### config.mk
export PLATFORM = sky130hd
export DESIGN_NAME = dmps_merge
export DESIGN_NICKNAME = d
export VERILOG_FILES = /design/src/design/dmps_pkg.sv /design/src/design/dmps_merge.sv
export SDC_FILE = /design/constraint.sdc
export NUM_CORES = 1
export LEC_CHECK = 0
export BUFFER_PORTS_ARGS = -buffer_cell sky130_fd_sc_hd__buf_2
export CAP_MARGIN = 20
export CORE_MARGIN = 2
export CORE_UTILIZATION = 44
export DETAILED_ROUTE_END_ITERATION = 6
export GPL_ROUTABILITY_DRIVEN = 0
export PLACE_DENSITY_LB_ADDON = 0.15
export SYNTH_ARGS = -nofsm -noshare
export SYNTH_HDL_FRONTEND = slang
export SYNTH_SLANG_ARGS = --single-unit
### constraint.sdc
create_clock -name clk -period 4.9 [get_ports clk]
set_input_delay 0.98 -clock clk [delete_from_list [all_inputs] [get_ports clk]]
set_output_delay 0.98 -clock clk [all_outputs]
set_load 0.05 [all_outputs]
### src/design/dmps_pkg.sv
// shared types and constants for the dual motor pid speed controller
// depends on nothing; used by every module of the block by scoped names
`timescale 1ns / 1ps

package dmps_pkg;

	// fixed field widths
	localparam int GAIN_W = 16;
	localparam int SPEED_W = 16;
	localparam int DUTY_W = 16;
	localparam int ERR_W = SPEED_W + 1;
	localparam int DERR_W = ERR_W + 1;
	localparam int PROP_W = ERR_W + GAIN_W + 1;
	localparam int DER_W = DERR_W + GAIN_W + 1;
	localparam int PD_W = DER_W + 1;

	// configuration port
	localparam int APB_ADDR_W = 5;
	localparam int APB_DATA_W = 32;

	// register indexes
	typedef enum logic [2:0] {
		REG_LEFT_PROP = 3'd0,
		REG_LEFT_INTEG = 3'd1,
		REG_LEFT_DERIV = 3'd2,
		REG_RIGHT_PROP = 3'd3,
		REG_RIGHT_INTEG = 3'd4,
		REG_RIGHT_DERIV = 3'd5,
		REG_DUTY_CEILING = 3'd6,
		REG_DUTY_FLOOR = 3'd7
	} reg_index_t;

	// reset values
	localparam logic [GAIN_W-1:0] PROP_GAIN_RST = 16'd256;
	localparam logic [GAIN_W-1:0] INTEG_GAIN_RST = 16'd0;
	localparam logic [GAIN_W-1:0] DERIV_GAIN_RST = 16'd0;
	localparam logic [DUTY_W-1:0] DUTY_CEILING_RST = 16'hFFFF;
	localparam logic [DUTY_W-1:0] DUTY_FLOOR_RST = 16'd0;

	// gains of one lane
	typedef struct packed {
		logic [GAIN_W-1:0] prop;
		logic [GAIN_W-1:0] integ;
		logic [GAIN_W-1:0] deriv;
	} lane_gain_t;

	// whole register file
	typedef struct packed {
		lane_gain_t left;
		lane_gain_t right;
		logic [DUTY_W-1:0] duty_ceiling;
		logic [DUTY_W-1:0] duty_floor;
	} cfg_t;

	// pipeline load enables shared by both lanes
	typedef struct packed {
		logic take;
		logic s1;
		logic s2;
		logic s3;
		logic s4;
	} adv_t;

endpackage

### src/design/dmps_merge.sv
// output stage: scales and clamps both lane totals into one result beat
// depends on dmps_pkg
`timescale 1ns / 1ps

module dmps_merge #(
	parameter int TOT_W = 51,
	parameter int GAIN_FRAC_BITS = 8
) (
	input  logic clk,
	input  logic load,
	input  logic [dmps_pkg::DUTY_W-1:0] duty_ceiling,
	input  logic [dmps_pkg::DUTY_W-1:0] duty_floor,
	input  logic signed [TOT_W-1:0] left_total,
	input  logic left_stop,
	input  logic signed [TOT_W-1:0] right_total,
	input  logic right_stop,
	output logic [dmps_pkg::DUTY_W-1:0] left_duty,
	output logic [dmps_pkg::DUTY_W-1:0] right_duty
);

	localparam int DW = dmps_pkg::DUTY_W;

	logic signed [TOT_W-1:0] ceil_x, floor_x;
	logic [DW-1:0] left_d, right_d;
	logic [DW-1:0] left_duty_q, right_duty_q;

	assign ceil_x = signed'({{(TOT_W-DW){1'b0}}, duty_ceiling});
	assign floor_x = signed'({{(TOT_W-DW){1'b0}}, duty_floor});

	// floor shift, ceiling first then floor, stop forces zero
	function automatic logic [DW-1:0] clamp_duty(
		input logic signed [TOT_W-1:0] tot,
		input logic signed [TOT_W-1:0] hi,
		input logic signed [TOT_W-1:0] lo,
		input logic stop_i
	);
		logic signed [TOT_W-1:0] scaled;
		logic signed [TOT_W-1:0] capped;
		logic signed [TOT_W-1:0] held;
		scaled = tot >>> GAIN_FRAC_BITS;
		capped = (scaled > hi) ? hi : scaled;
		held = (capped < lo) ? lo : capped;
		return stop_i ? '0 : held[DW-1:0];
	endfunction

	always_comb begin
		left_d = clamp_duty(left_total, ceil_x, floor_x, left_stop);
		right_d = clamp_duty(right_total, ceil_x, floor_x, right_stop);
	end

	// result register
	always_ff @(posedge clk) begin
		if (load) begin
			left_duty_q <= left_d;
			right_duty_q <= right_d;
		end
	end

	assign left_duty = left_duty_q;
	assign right_duty = right_duty_q;

endmodule

==> metrics.md, run 1 <==
| Metric | Value |
|---|---|
| Status | complete, but fails checks |
| Failing checks | negative setup slack |
| CP Capture Type | register |
| Synth cell types | 46 |
| Hold_ws | roughly 1.1 ns |
| Area grow syn2layout | 69.16% |
| Largest net degree at the start of global routing | 33 |
| CTS tree | built |
| Synth top area share | 0.2614 |
| Crit-path max FO | 7 |
| Seq/Total Area, Yosys | 0.2614 |
| Pwr Density | just under 200 nW/um^2 |
| Total detailed-routing wirelength | around 14000 um |
| Initial antenna violation count | 0 |
| Initial Util | 0.4496 |
| Final setup vio count | 16 |
| Relative slew margins | 0.5545 |
| ANT cells | 0 |
| Net Count, Synth | around 600 |
| Layout cells sized above 1 | 0.6069 |
| Top FF cell, synth | edfxtp_1 |
| First-pass GRT wire length | around 18000 um |
| Overall routing resource usage | 0.2517 |
| FP Rows | 33 |
| Max-Cap Viols | 0 |
| Crit path from | duty_ceiling[10] |
| Core area | a little over 8000 um^2 |
| H-tree depth | 2 |
| Post-layout nets | 835 |
| Initial DRC Count | slightly above 200 |
| Actual slew at the worst max-slew pin | around 0.67 ns |
| TritonRoute pass-1 iters | 5 |
| Top area cells in the synthesized netlist | edfxtp_1, ha_1, mux2_2, nand2b_1, mux2i_1 |
| DIE HEIGHT | ~95 um |
| I/O pins | 170 |
| Crit path time final | about 5 ns |
| Slew Limit Fails | 0 |
| Crit path to | right_duty[5] |
| Max IR drop VDD | approximately 0.12 mV |
| DR DRC count | 0 |
| Static leakage | around 0.0029 uW |
| Number of synthesis warnings | 0 |
| Routed Antenna Nets | 0 |
| Max Fclk | ~0.20 GHz |
| Die X | 95.41 um |
| DPL Wire Length | 9473 um |
| CP startpoint kind | input port |
| Final Hold Fails | 0 |
| Fill cells | about 560 |
| Syn avg cell area | ~9.6 um^2 |
| Gate Count Post-Synth | 383 |
| Sink Count | 32 |
| Ys async rst share | 0 |
| Final total power | between 1000 and 1500 uW |
| Vias/cell | 5.568 |
| Clk slew on worst S/H paths | about 0.070 ns |
| Post-synth EDFFs | 32 |
| Routed len/inst | roughly 18 um |
| Port buffer count | ~150 |
| Vias in the first global route | 3790 |
| FF+latch area | 960.9 um^2 |
| CP required | roughly 5.0 ns |
| Overflow after GRT | 0 |
| RSZ-0062 raised after global routing | yes |
| Synth Cell Area | 3676 um^2 |
| Yosys reg bits | 32 |
| Die area | about 9000 um^2 |
| Area leader, netlist | edfxtp_1 |
| Max clock buf depth | 2 |
| Multi-input logic area | around 3200 um^2 |
| Vias | a little over 4000 |
| Final period utilization | 1.020 |
| WS Path Type | input port to register |
| Hold WC Path Type | input port to register |
| TritonCTS Buffers | 5 |
| Hold-fix buffer count after cts | 0 |
| Clock root cell | clkbuf_8 |
| Crit path DAT | just over 5 ns |
| Worst setup margin | -0.09690 ns |
[cell type report]
cell class              instances  area share
multi-input cells             305      0.5101
flip-flops and latches         32      0.1545
repair buffers                255      0.2751
inverters                      36     0.02213
clock buffers                   5     0.01107
clock inverters                 3    0.006036
well taps                     105     0.02113
[Yosys cell counts (2+ instances only)]
library cell / n
ha_1: 62
inv_1: 36
edfxtp_1: 32
nand2b_1: 31
mux2_2: 29
nor2_1: 27
a211oi_1: 19
a21oi_1: 18
mux2i_1: 16
nor4_1: 14
nand2_1: 13
nand3_1: 9
nand4_1: 9
o21ai_0: 9
a21o_1: 6
buf_6: 5
clkbuf_1: 4
o211ai_1: 4
o21a_1: 4
a2111oi_0: 3
a211o_1: 3
nand3b_1: 3
nor3_1: 3
mux2_1: 2
[repair_timing]
action / CTS / global route
buffers inserted: 5 / 7
pin swaps: 13 / 32
resized for setup: 40 / 102
cloned: 2 / 3
setup endpoints to repair: 31 / 32
endpoints found under the hold margin: 0 / 0
[registers in the layout, summed over array words and instances, names as in the netlist]
register    flops
left_duty      16
right_duty     16
[kinds of logic after synthesis]
group	share of synthesized area
AND/OR/NAND/NOR	0.1773
AO/OA/AOI/OAI	0.1525
adder cells (fa/ha/maj)	0.2110
buffers and inverters	0.05922
multiplexers	0.1385
flip-flops	0.2614
[metrics by stage]
step           TNS (ns)  instances  cell area, um^2  setup WS [ns]  utilization
2_1_floorplan         0        383             3697       0.006527            -
3_3_place_gp     -9.933        716             5182        -0.4414       0.6339
3_5_place_dp     -12.68        716             5182        -0.5923       0.6339
4_1_cts        -0.02779        731             5570       -0.02779       0.6814
5_1_grt          -4.436        741             6218        -0.2337       0.7606
6_report        -0.5195        741             6218       -0.09690       0.7606
[layer usage]
| metal | vias to the layer above | track usage | wire length (um) |
|---|---|---|---|
| met5 | - | 0 | 0 |
| li1 | 1956 | - | - |
| met2 | 226 | 0.4460 | 6826 |
| met3 | 40 | 0.03004 | 908 |
| met1 | 1904 | 0.3195 | 5404 |
| met4 | 0 | 0.07738 | 428 |
[critical path: stages]
cell       delay [ns]
buf_8            0.08
inv_4            0.03
buf_6            0.10
ha_4             0.27
nand4_1          0.16
or4_1            0.52
nor4_2           0.29
nor2_2           0.11
nand2_4          0.14
buf_8            0.13
mux2_2           0.37
ha_1             0.21
a21o_1           0.18
a21oi_2          0.14
or2_4            0.16
a31oi_4          0.10
or3_4            0.39
o221ai_4         0.29
clkbuf_16        0.23
mux2i_1          0.22
[where the power goes]
part           switching, uW  total [uW]  internal [uW]  leakage [uW]
Combinational            353         643            290       0.00255
Clock                   97.5         245            148     0.0000532
Sequential              4.95         339            334      0.000309
Total                    456        1230            772       0.00291
[placed cells by master, fill, tap and decap left out, types with 5 or more instances in the layout]
master    Yosys  routed
nor2_2        0       9
clkbuf_8      0       5
nor4_1       14      12
nand4_1       9       9
mux2_4        0      17
buf_2         0     150
nand3_1       9       6
nor2_1       27      14
ha_4          0      22
a21oi_2       0       7
inv_1        36      31
a21o_1        6       6
ha_1         62      37
mux2i_1      16      15
mux2_2       29      13
edfxtp_1     32      32
buf_6         5      13
nand2b_1     31      31
a211oi_1     19       5
nand2_1      13      11
a21oi_1      18      11
buf_4         1      83
a211oi_2      1      13
[worst min path at each step]
| stage | end | slack [ns] | depth (start not counted) | startpoint |
|---|---|---|---|---|
| global placement | right_duty[15] | 1.36 | 3 | duty_floor[15] |
| finish | right_duty[6] | 1.08 | 3 | duty_floor[6] |
| detailed placement | right_duty[6] | 1.36 | 3 | duty_floor[6] |
| global route | right_duty[6] | 1.09 | 3 | duty_floor[6] |
| floorplan | left_duty[0] | 1.09 | 0 | load |
| CTS | right_duty[6] | 1.07 | 3 | duty_floor[6] |
Power figures use the tool's default switching activity.
==> run 2: changes to the inputs <==
--- a/config.mk
+++ b/config.mk
@@ -12,6 +12,7 @@
 export DETAILED_ROUTE_END_ITERATION = 6
 export GPL_ROUTABILITY_DRIVEN = 0
 export PLACE_DENSITY_LB_ADDON = 0.15
+export SETUP_SLACK_MARGIN = 0.5
 export SYNTH_ARGS = -nofsm -noshare
 export SYNTH_HDL_FRONTEND = slang
 export SYNTH_SLANG_ARGS = --single-unit
==> metrics.md, run 2 (synthesis gave the netlist of run 1 again) <==
| Metric | Value |
|---|---|
| I/O pins | 170 |
| Vias in the first global route | 4343 |
| Comb pwr share | 0.557 |
| Commonest non-fill, non-tap cells in the layout | buf_2, buf_4, edfxtp_1 |
| Worst setup margin | -0.2593 ns |
| First-pass GRT wire length | approximately 22000 um |
| Die X | between 90 and 100 um |
| Core area | 8175 um^2 |
| CP required | between 4 and 5 ns |
| H-tree depth | 2 |
| Min-delay src | duty_floor[11] |
| Slew Limit Fails | 0 |
| Final setup vio count | 32 |
| Vias/cell | about 6.2 |
| Initial antenna violation count | 0 |
| WS Path Type | input port to register |
| Hold Path End | right_duty[11] |
| WHS Path Cells | 3 |
| Post-route setup TNS | -5.829 ns |
| Overall routing resource usage | 0.3253 |
| Pwr Density | between 200 and 250 nW/um^2 |
| DIE HEIGHT | between 90 and 100 um |
| Total detailed-routing wirelength | about 17000 um |
| Static leakage | around 0.003 uW |
| ANT cells | 0 |
| Max Fclk | 0.1938 GHz |
| Max IR drop VDD | 0.1107 mV |
| Crit path DAT | 5.17 ns |
| Clock power share | 0.187 |
| Crit path time final | roughly 5.2 ns |
| TritonRoute pass-1 iters | 5 |
| CP startpoint kind | input port |
| Sink Count | 32 |
| Failing checks | negative setup slack |
| Setup WS pre-CTS | -0.6623 ns |
| Leading cell type in the layout, fill and taps excluded | buf_2 |
| FP Rows | 33 |
| TritonCTS Buffers | 5 |
| CP Capture Type | register |
| Seq pwr share | 0.256 |
| Post-layout nets | around 840 |
| Vias | about 4600 |
| Switching share of power | 0.3895 |
| Hold WC Path Type | input port to register |
| Fill cells | roughly 440 |
| Status | complete, but fails checks |
| Max-Cap Viols | 0 |
| Actual slew at the worst max-slew pin | a little over 0.7 ns |
| Initial Util | 0.4496 |
| Routed len/inst | roughly 23 um |
| Die area | between 9000 and 10000 um^2 |
| Final Hold Fails | 0 |
| Area grow syn2layout | 80.57% |
| Clock root cell | clkbuf_8 |
| Port buffer count | between 150 and 200 |
| Largest net degree at the start of global routing | 33 |
| Relative slew margins | 0.5242 |
| RSZ-0062 raised after global routing | yes |
| DPL Wire Length | 9518 um |
| Clk slew on worst S/H paths | approximately 0.060 ns |
| Layout cells sized above 1 | 0.6651 |
| Overflow after GRT | 0 |
| Initial DRC Count | 354 |
| Internal cell power | between 800 and 900 uW |
| DR DRC count | 0 |
| Crit-path max FO | 8 |
| Final period utilization | 1.053 |
| Max clock buf depth | 2 |
| NetSw | slightly above 500 uW |
| CTS tree | built |
| Routed Antenna Nets | 0 |
## run 2: changes by cell type in the layout (fill, tap and decap cells not counted), moves of 7 or more
cell / previous run / this run
buf_2: 150 / 140
ha_1: 37 / 30
ha_4: 22 / 30
inv_1: 31 / 21
nor2_2: 9 / 2
nor2_4: 4 / 17
## run 2: power groups by stage
stage	Clock, uW	Combinational (uW)	Sequential, uW
detailed placement	0	508	345
global placement	0	496	345
finish	249	741	340
global route	259	767	342
CTS	247	647	339
floorplan	0	210	443
## run 2: cell type report
type                    instances  area (um^2)  share of cell area
inverters                      36        172.7             0.02601
well taps                     105        131.4             0.01979
multi-input cells             305         3445              0.5189
clock inverters                 3        37.54            0.005655
repair buffers                258         1822              0.2745
clock buffers                   5        68.82             0.01037
flip-flops and latches         32        960.9              0.1448
## run 2: critical path, cell delays in order
cell and delay (ns):
buf_8 0.08, inv_6 0.03, ha_4 0.26, nand4_1 0.31, a211oi_2 0.49, a2111oi_4 0.09
buf_4 0.15, and4bb_2 0.33, o21ai_4 0.08, buf_6 0.16, buf_4 0.15, mux2_4 0.32
ha_1 0.34, nand4_1 0.14, nor2_1 0.14, o21ai_1 0.10, o21a_1 0.21, a211o_4 0.33
buf_6 0.14, buf_12 0.14, nor2_4 0.11, a211oi_2 0.06
## run 2: repair_timing
item | CTS | global route
gates cloned | 6 | 0
pin swaps | 58 | 26
buffers inserted | 13 | 5
gates resized for setup | 164 | 36
setup endpoints to repair | 32 | 32
endpoints found under the hold margin | 0 | 0
hold buffers | 0 | 0
## run 2: worst max-delay path by stage
stage | end | cells past startpoint | start | slack (ns)
floorplan | right_duty[10] | 19 | duty_ceiling[12] | 0.12
global placement | left_duty[14] | 20 | duty_ceiling[2] | -0.59
detailed placement | left_duty[14] | 20 | duty_ceiling[2] | -0.66
CTS | right_duty[5] | 20 | duty_ceiling[6] | 0.12
global route | left_duty[7] | 22 | duty_ceiling[8] | -0.29
finish | left_duty[6] | 22 | duty_ceiling[8] | -0.26
## run 2: routing by layer
metal | track usage | wire, um | vias up
met5 | 0 | 0 | -
met4 | 0.1560 | 1257 | 0
met3 | 0.04032 | 1433 | 115
met2 | 0.5910 | 8344 | 389
met1 | 0.3767 | 6029 | 2165
li1 | - | - | 1969
## run 2: stage by stage
step                      total power, uW  hold WS [ns]  std cells  utilization  area [um^2]
after global placement              840.9         1.361        712       0.6468         5288
final                                1330         1.069        744       0.8119         6638
after global routing                 1368         1.086        744       0.8119         6638
after CTS                            1233         1.071        739       0.7854         6421
after floorplan                     653.5         1.093        383            -         3836
after detailed placement            853.6         1.363        712       0.6468         5288
==> run 3: changes to the inputs <==
--- a/config.mk
+++ b/config.mk
@@ -13,6 +13,7 @@
 export GPL_ROUTABILITY_DRIVEN = 0
 export PLACE_DENSITY_LB_ADDON = 0.15
 export SETUP_SLACK_MARGIN = 0.5
+export SKIP_CTS_REPAIR_TIMING = 1
 export SYNTH_ARGS = -nofsm -noshare
 export SYNTH_HDL_FRONTEND = slang
 export SYNTH_SLANG_ARGS = --single-unit
==> metrics.md, run 3 (synthesis gave the netlist of run 1 again) <==
| Metric | Value |
|---|---|
| Initial DRC Count | approximately 240 |
| I/O pins | 170 |
| Final setup vio count | 1 |
| Hold Path End | right_duty[8] |
| Crit path DAT | between 4 and 5 ns |
| Final Hold Fails | 0 |
| Hold WC Path Type | input port to register |
| DPL Wire Length | around 9500 um |
| Routed len/inst | 17.85 um |
| Vias/cell | 5.631 |
| Commonest non-fill, non-tap cells in the layout | buf_2, buf_4, ha_1 |
| Max IR drop VDD | about 0.15 mV |
| Clock root cell | clkbuf_8 |
| CP required | 4.93 ns |
| Max-Cap Viols | 0 |
| Actual slew at the worst max-slew pin | between 0.6 and 0.7 ns |
| Worst setup margin | -0.01629 ns |
| Leading cell type in the layout, fill and taps excluded | buf_2 |
| Status | complete, but fails checks |
| Final period utilization | 1.003 |
| Setup WS pre-CTS | -0.6623 ns |
| ANT cells | 0 |
| Initial Util | 0.4496 |
| TritonRoute pass-1 iters | 5 |
| Post-layout nets | 826 |
| First-pass GRT wire length | approximately 17000 um |
| Min-delay src | duty_floor[8] |
| CP startpoint kind | input port |
| Overflow after GRT | 0 |
| Crit path time final | approximately 4.9 ns |
| Placed Cells incl. Taps | a little over 700 |
| DIE HEIGHT | around 95 um |
| H-tree depth | 2 |
| CP Capture Type | register |
| Final total power | 1227 uW |
| Clk slew on worst S/H paths | 0.07 ns |
| Sink Count | 32 |
| Vias in the first global route | ~3600 |
| Hold_ws | around 1.1 ns |
| Port buffer count | ~150 |
| Relative slew margins | 0.5359 |
| FP Rows | 33 |
| Final Instance Area | between 6000 and 7000 um^2 |
| Largest net degree at the start of global routing | 33 |
| DR DRC count | 0 |
| Slew Limit Fails | 0 |
| Static leakage | about 0.0029 uW |
| Routed Antenna Nets | 0 |
| RSZ-0062 raised after global routing | yes |
| Placed inst area | between 5000 and 6000 um^2 |
| Initial antenna violation count | 0 |
| Crit-path max FO | 11 |
| WS Path Type | input port to register |
| Overall routing resource usage | 0.2405 |
| WHS Path Cells | 3 |
| Die area | 9102 um^2 |
| Max clock buf depth | 2 |
| Max Fclk | 0.2034 GHz |
| Pwr Density | between 150 and 200 nW/um^2 |
| Finished Layout Cells | ~730 |
| Total detailed-routing wirelength | around 13000 um |
| CTS tree | built |
| TritonCTS Buffers | 5 |
| Area grow syn2layout | 69.23% |
| Vias | around 4100 |
| Die X | between 90 and 100 um |
| Layout cells sized above 1 | 0.6300 |
| Failing checks | negative setup slack |
| Core area | approximately 8000 um^2 |
[run 3: cell count changes in the layout (fill, tap and decap cells not counted), moves of 3 or more]
cell     change
a21oi_2      -4
nor2_4      -15
buf_2        +8
nor2_1       +5
a21oi_1      +4
ha_4         -3
nor2_2      +10
buf_16       -3
buf_8        -3
buf_6        -8
ha_1         +4
buf_4        -7
[run 3: worst max-delay path by stage]
stage	startpoint	endpoint
floorplan	duty_ceiling[12]	right_duty[10]
global placement	duty_ceiling[2]	left_duty[14]
detailed placement	duty_ceiling[2]	left_duty[14]
CTS	duty_ceiling[2]	left_duty[14]
global route	duty_ceiling[7]	left_duty[8]
finish	duty_ceiling[7]	left_duty[8]
[run 3: per-stage QoR]
| stage | TNS (ns) | utilization |
|---|---|---|
| after floorplan | 0 | - |
| after global placement | -12.01 | 0.6468 |
| after detailed placement | -14.90 | 0.6468 |
| after CTS | -6.001 | 0.6598 |
| after global routing | -2.282 | 0.7609 |
| final | -0.01629 | 0.7609 |
[run 3: per-layer routing]
metal  track usage  vias up  share of wire
met5             0        -              0
met4       0.06429        0          0.027
met3       0.01976       37          0.066
met2        0.4137      211           0.50
met1        0.3252     1930           0.41
li1              -     1944              -
[run 3: layout make-up]
| class | instances | area, um^2 |
|---|---|---|
| Sequential cell | 32 | 960.9 |
| Clock buffer | 5 | 68.82 |
| Inverter | 36 | 162.7 |
| Fill cell | 524 | 1954 |
| Timing Repair Buffer | 246 | 1622 |
| Multi-Input combinational cell | 305 | 3238 |
| Clock inverter | 3 | 37.54 |
| Tap cell | 105 | 131.4 |
[run 3: critical path, cell delays in order]
cell	delay, ns
buf_2	0.10
inv_2	0.04
ha_1	0.28
nand4_1	0.22
buf_4	0.23
nor3_4	0.14
nand3_1	0.10
a211o_1	0.33
o21ai_4	0.18
buf_6	0.15
mux2_4	0.33
ha_4	0.27
and4_1	0.23
nand3_2	0.12
o2bb2ai_2	0.17
a21oi_2	0.06
and3_1	0.19
a211o_4	0.42
buf_12	0.18
nor2_1	0.15
a211oi_2	0.06
[run 3: report_power, final]
group | total, uW | leakage (uW) | internal [uW] | switching, uW
logic | 640 | 0.00252 | 288 | 352
clock network | 248 | 0.0000532 | 148 | 100
registers | 339 | 0.000309 | 334 | 4.93
total | 1230 | 0.00288 | 770 | 457
